[src/sv/r2fft_pkg.sv]
// Package for the radix-2 real-input FFT: widths, twiddle ROM, butterfly helpers.
// No dependencies.
package r2fft_pkg;

    localparam int POINTS_DEF      = 64;
    localparam int SAMPLE_BITS_DEF = 16;
    localparam int OUT_BITS        = 22;
    localparam int ROM_POINTS      = 64;
    localparam int TW_SHIFT        = 15;
    localparam int INDEX_BITS      = 6;

    typedef logic signed [OUT_BITS-1:0] word_t;
    typedef logic signed [16:0]         coef_t;

    function automatic coef_t quarter_cos(input logic [4:0] u);
        coef_t v;
        case (u)
            5'd0:    v = 17'sd32767;
            5'd1:    v = 17'sd32610;
            5'd2:    v = 17'sd32138;
            5'd3:    v = 17'sd31357;
            5'd4:    v = 17'sd30274;
            5'd5:    v = 17'sd28899;
            5'd6:    v = 17'sd27246;
            5'd7:    v = 17'sd25330;
            5'd8:    v = 17'sd23170;
            5'd9:    v = 17'sd20788;
            5'd10:   v = 17'sd18205;
            5'd11:   v = 17'sd15447;
            5'd12:   v = 17'sd12540;
            5'd13:   v = 17'sd9512;
            5'd14:   v = 17'sd6393;
            5'd15:   v = 17'sd3212;
            default: v = 17'sd0;
        endcase
        return v;
    endfunction

    // cos(2*pi*k/64), k modulo 64
    function automatic coef_t rom_cos(input logic [5:0] u);
        coef_t v;
        if (u <= 6'd16)
            v = quarter_cos(u[4:0]);
        else if (u <= 6'd32)
            v = -quarter_cos(5'(6'd32 - u));
        else if (u <= 6'd48)
            v = -quarter_cos(5'(u - 6'd32));
        else
            v = quarter_cos(5'(7'd64 - {1'b0, u}));
        return v;
    endfunction

    function automatic word_t sat_out(input logic signed [OUT_BITS+1:0] x);
        word_t v;
        if (x > (OUT_BITS+2)'(signed'(word_t'({1'b0, {(OUT_BITS-1){1'b1}}}))))
            v = {1'b0, {(OUT_BITS-1){1'b1}}};
        else if (x < (OUT_BITS+2)'(signed'(word_t'({1'b1, {(OUT_BITS-1){1'b0}}}))))
            v = {1'b1, {(OUT_BITS-1){1'b0}}};
        else
            v = word_t'(x);
        return v;
    endfunction

endpackage

[src/sv/r2fft_bfly.sv]
// Butterfly unit: twiddle multiply with rounding, registered products, then sum/diff.
// Depends on r2fft_pkg.
module r2fft_bfly (
    input  logic                  clk,
    input  logic [5:0]            tw_idx,
    input  r2fft_pkg::word_t      er,
    input  r2fft_pkg::word_t      ei,
    input  r2fft_pkg::word_t      orr,
    input  r2fft_pkg::word_t      oi,
    output r2fft_pkg::word_t      ar,
    output r2fft_pkg::word_t      ai,
    output r2fft_pkg::word_t      br,
    output r2fft_pkg::word_t      bi
);
    localparam int PW = r2fft_pkg::OUT_BITS + 17;

    r2fft_pkg::coef_t c, s;
    logic signed [PW-1:0] p_rc, p_is, p_ic, p_rs;
    logic signed [PW-1:0] p_rc_reg, p_is_reg, p_ic_reg, p_rs_reg;
    r2fft_pkg::word_t er_reg, ei_reg;
    logic signed [PW+1:0] sr, si;
    logic signed [r2fft_pkg::OUT_BITS+1:0] tr, ti, e_r, e_i;

    assign c = r2fft_pkg::rom_cos(tw_idx);
    assign s = r2fft_pkg::rom_cos(6'(tw_idx - 6'd16));
    assign p_rc = PW'(orr) * PW'(c);
    assign p_is = PW'(oi) * PW'(s);
    assign p_ic = PW'(oi) * PW'(c);
    assign p_rs = PW'(orr) * PW'(s);

    always_ff @(posedge clk)
    begin
        p_rc_reg <= p_rc;
        p_is_reg <= p_is;
        p_ic_reg <= p_ic;
        p_rs_reg <= p_rs;
        er_reg   <= er;
        ei_reg   <= ei;
    end

    assign sr = (PW+2)'(p_rc_reg) + (PW+2)'(p_is_reg) + (PW+2)'(1 << (r2fft_pkg::TW_SHIFT-1));
    assign si = (PW+2)'(p_ic_reg) - (PW+2)'(p_rs_reg) + (PW+2)'(1 << (r2fft_pkg::TW_SHIFT-1));
    assign tr = (r2fft_pkg::OUT_BITS+2)'(sr >>> r2fft_pkg::TW_SHIFT);
    assign ti = (r2fft_pkg::OUT_BITS+2)'(si >>> r2fft_pkg::TW_SHIFT);
    assign e_r = (r2fft_pkg::OUT_BITS+2)'(er_reg);
    assign e_i = (r2fft_pkg::OUT_BITS+2)'(ei_reg);

    assign ar = r2fft_pkg::sat_out(e_r + tr);
    assign ai = r2fft_pkg::sat_out(e_i + ti);
    assign br = r2fft_pkg::sat_out(e_r - tr);
    assign bi = r2fft_pkg::sat_out(e_i - ti);
endmodule

[config.mk]
export PLATFORM = sky130hd
export DESIGN_NAME = r2fft_bfly
export DESIGN_NICKNAME = d
export VERILOG_FILES = /design/src/sv/r2fft_pkg.sv /design/src/sv/r2fft_bfly.sv
export SDC_FILE = /design/constraint.sdc
export NUM_CORES = 2
export LEC_CHECK = 0
export BUFFER_PORTS_ARGS = -buffer_cell sky130_fd_sc_hd__buf_2
export CAP_MARGIN = 25
export CORE_UTILIZATION = 50
export CTS_CLUSTER_DIAMETER = 120
export CTS_CLUSTER_SIZE = 28
export DETAILED_ROUTE_END_ITERATION = 16
export PLACE_DENSITY = 0.66
export SKIP_LAST_GASP = 1
export SYNTH_ARGS = -nofsm -noshare
export SYNTH_HDL_FRONTEND = slang
export SYNTH_SLANG_ARGS = --single-unit
[constraint.sdc]
create_clock -name clk -period 32.8 [get_ports clk]
set_clock_uncertainty 0.2 [all_clocks]
set_input_delay 4.92 -clock clk [delete_from_list [all_inputs] [get_ports clk]]
set_output_delay 4.92 -clock clk [all_outputs]
set_load 0.02 [all_outputs]
==> impl_metrics.json <==
{
  "dieArea_sq_um": 141900,
  "path_max_fanout": 45,
  "setup_violations": 0,
  "status": "finished, violations left",
  "fin_crit_sh_pct": 47.52,
  "synth_nets": 10264,
  "post_cts_hold_buffer_count": 0,
  "cp.required_ps": 33070,
  "min_period_ps": 15590,
  "drive_above_1_share_pct": 4.872,
  "rsz0062_at_grt": "false",
  "synthTopCellsByCount": "inv_1, fa_1, nand2_1, ha_1, and2_1",
  "netlist_area_sq_um": 70220,
  "synth_area_leaders": "fa_1, ha_1, inv_1",
  "core_sq_um": 139400,
  "grt_pass1_wl_mm": 312.4,
  "ys_ff_latch": 200,
  "die_h_um": 376.8,
  "cts_resized": 0,
  "crit_buf_inv": 8,
  "cp_top_family": "adder cells",
  "place.gp.congestion": 0.9022,
  "synth_cells": 8045,
  "htree_levels": 4,
  "drv_slew": 0,
  "via_count": 53734,
  "cpPeakStageDelay_ps": 830,
  "vias_per_cell": 5.460,
  "clockRootBuffer": "clkbuf_16",
  "whs_ps": 4265,
  "postLayoutCoreUtil_pct": 52.72,
  "ant_nets": 0,
  "clock_sinks": 200,
  "port_buffers": 182,
  "dr.pass1.iters": 14,
  "yosysMostFrequentCell": "inv_1",
  "cp-end-kind": "register",
  "final.setup.tns_ps": 0,
  "wirelength_mm": 189.9,
  "violations": "DRC",
  "postCtsSetupRepairBufs": 0,
  "cp_data_arrival_time_ps": 15850,
  "wl_per_cell_um": 19.30,
  "max-slew-margin-rel_pct": 27.57,
  "maxCapViolCount": 0,
  "synth_top_area_share_pct": 42.42,
  "worst_slew_pin_slew_ps": 1077,
  "path_clk_slew_ps": 90,
  "cts_buffers": 17,
  "ys.flop_type": "dfxtp_1",
  "drc": 8,
  "hp-class": "input port to register",
  "path_class": "input port to register",
  "timing.fmax_mhz": 64.16,
  "io_pins": 183,
  "grt_pass1_vias": 57903,
  "fp.dieW_um": 376.8,
  "syn_to_final_growth_pct": 4.635,
  "finalHoldViolCount": 0,
  "yosys.area.top_type": "fa_1",
  "ys_types": 100,
  "rows": 137,
  "grt_use_total_pct": 27.99,
  "antenna_found_initial": 7,
  "layout.nets": 10170,
  "syn_area_per_cell_sq_um": 8.729,
  "clock_path_buffers": 2,
  "yosysWarnings": 0,
  "cts_tree": "built",
  "grt_max_degree": 57,
  "cp_slowest_cell": "ha_1",
  "yosysSeqAreaShare_pct": 5.702,
  "drt_iter0_drc": 3459,
  "critPathLaunchType": "input port",
  "dp_hpwl_mm": 147.8,
  "place_ws_ps": 16800,
  "ys_async_sr_fraction_pct": 0,
  "synth_edf_count": 0,
  "setup_ws_ps": 17210,
  "overflow": 0,
  "initial_core_util_pct": 50.39
}
## cells by family after synthesis
logic type	synth area share, %
and+or+nand+nor	15.40
buffers and inverters	11.59
AOI/OAI and AO/OA	9.825
adders and majority gates	53.75
DFF	5.702
muxes	0.1229
xor gates and xnor gates	3.605
## layout by cell type (no fill, tap or decap), types with 200 or more instances in the layout
master / synthesis / layout
fa_1: 1488 / 1488
and2_1: 539 / 539
a21oi_1: 275 / 268
o21ai_0: 201 / 201
dfxtp_1: 200 / 200
xnor2_1: 228 / 228
ha_1: 636 / 636
nand2_1: 971 / 971
nor2_1: 297 / 293
inv_1: 1772 / 1772
## layout make-up
cell class	count	area (sq um)
fill	13038	65880
multi-input combinational	5703	58400
inverter	1773	6655
sequential	200	4004
tap	1876	2347
timing repair buffer	256	1483
clock buffer	17	425.4
clock inverter	15	162.7
antenna	1	2.502
## per-stage QoR
step | instances | instance area, sq um
5_1_grt | 9840 | 73470
3_5_place_dp | 9808 | 72880
4_1_cts | 9840 | 73470
3_3_place_gp | 9805 | 72850
6_report | 9841 | 73480
2_1_floorplan | 8045 | 70220
## path summary, 6_finish.rpt
| check | startpoint | end | slack (ps) | depth (start not counted) |
|---|---|---|---|---|
| setup / recovery | tw_idx[0] | p_ic_reg[32]$_DFF_P_ | 17210 | 35 |
| hold / removal | er[19] | er_reg[19]$_DFF_P_ | 4270 | 1 |
## routing by layer
layer  wire, um  global-route usage (%)  vias up
li1           -                       -    24256
met5         85                       0        -
met1      78990                   36.40    27237
met4       9817                   12.26       12
met3      12310                   3.688      421
met2      88750                   46.69     1808
Power is left out: the tool's default activity adds up to more than one toggle a clock period on the data nets, which glitch-free logic cannot reach.
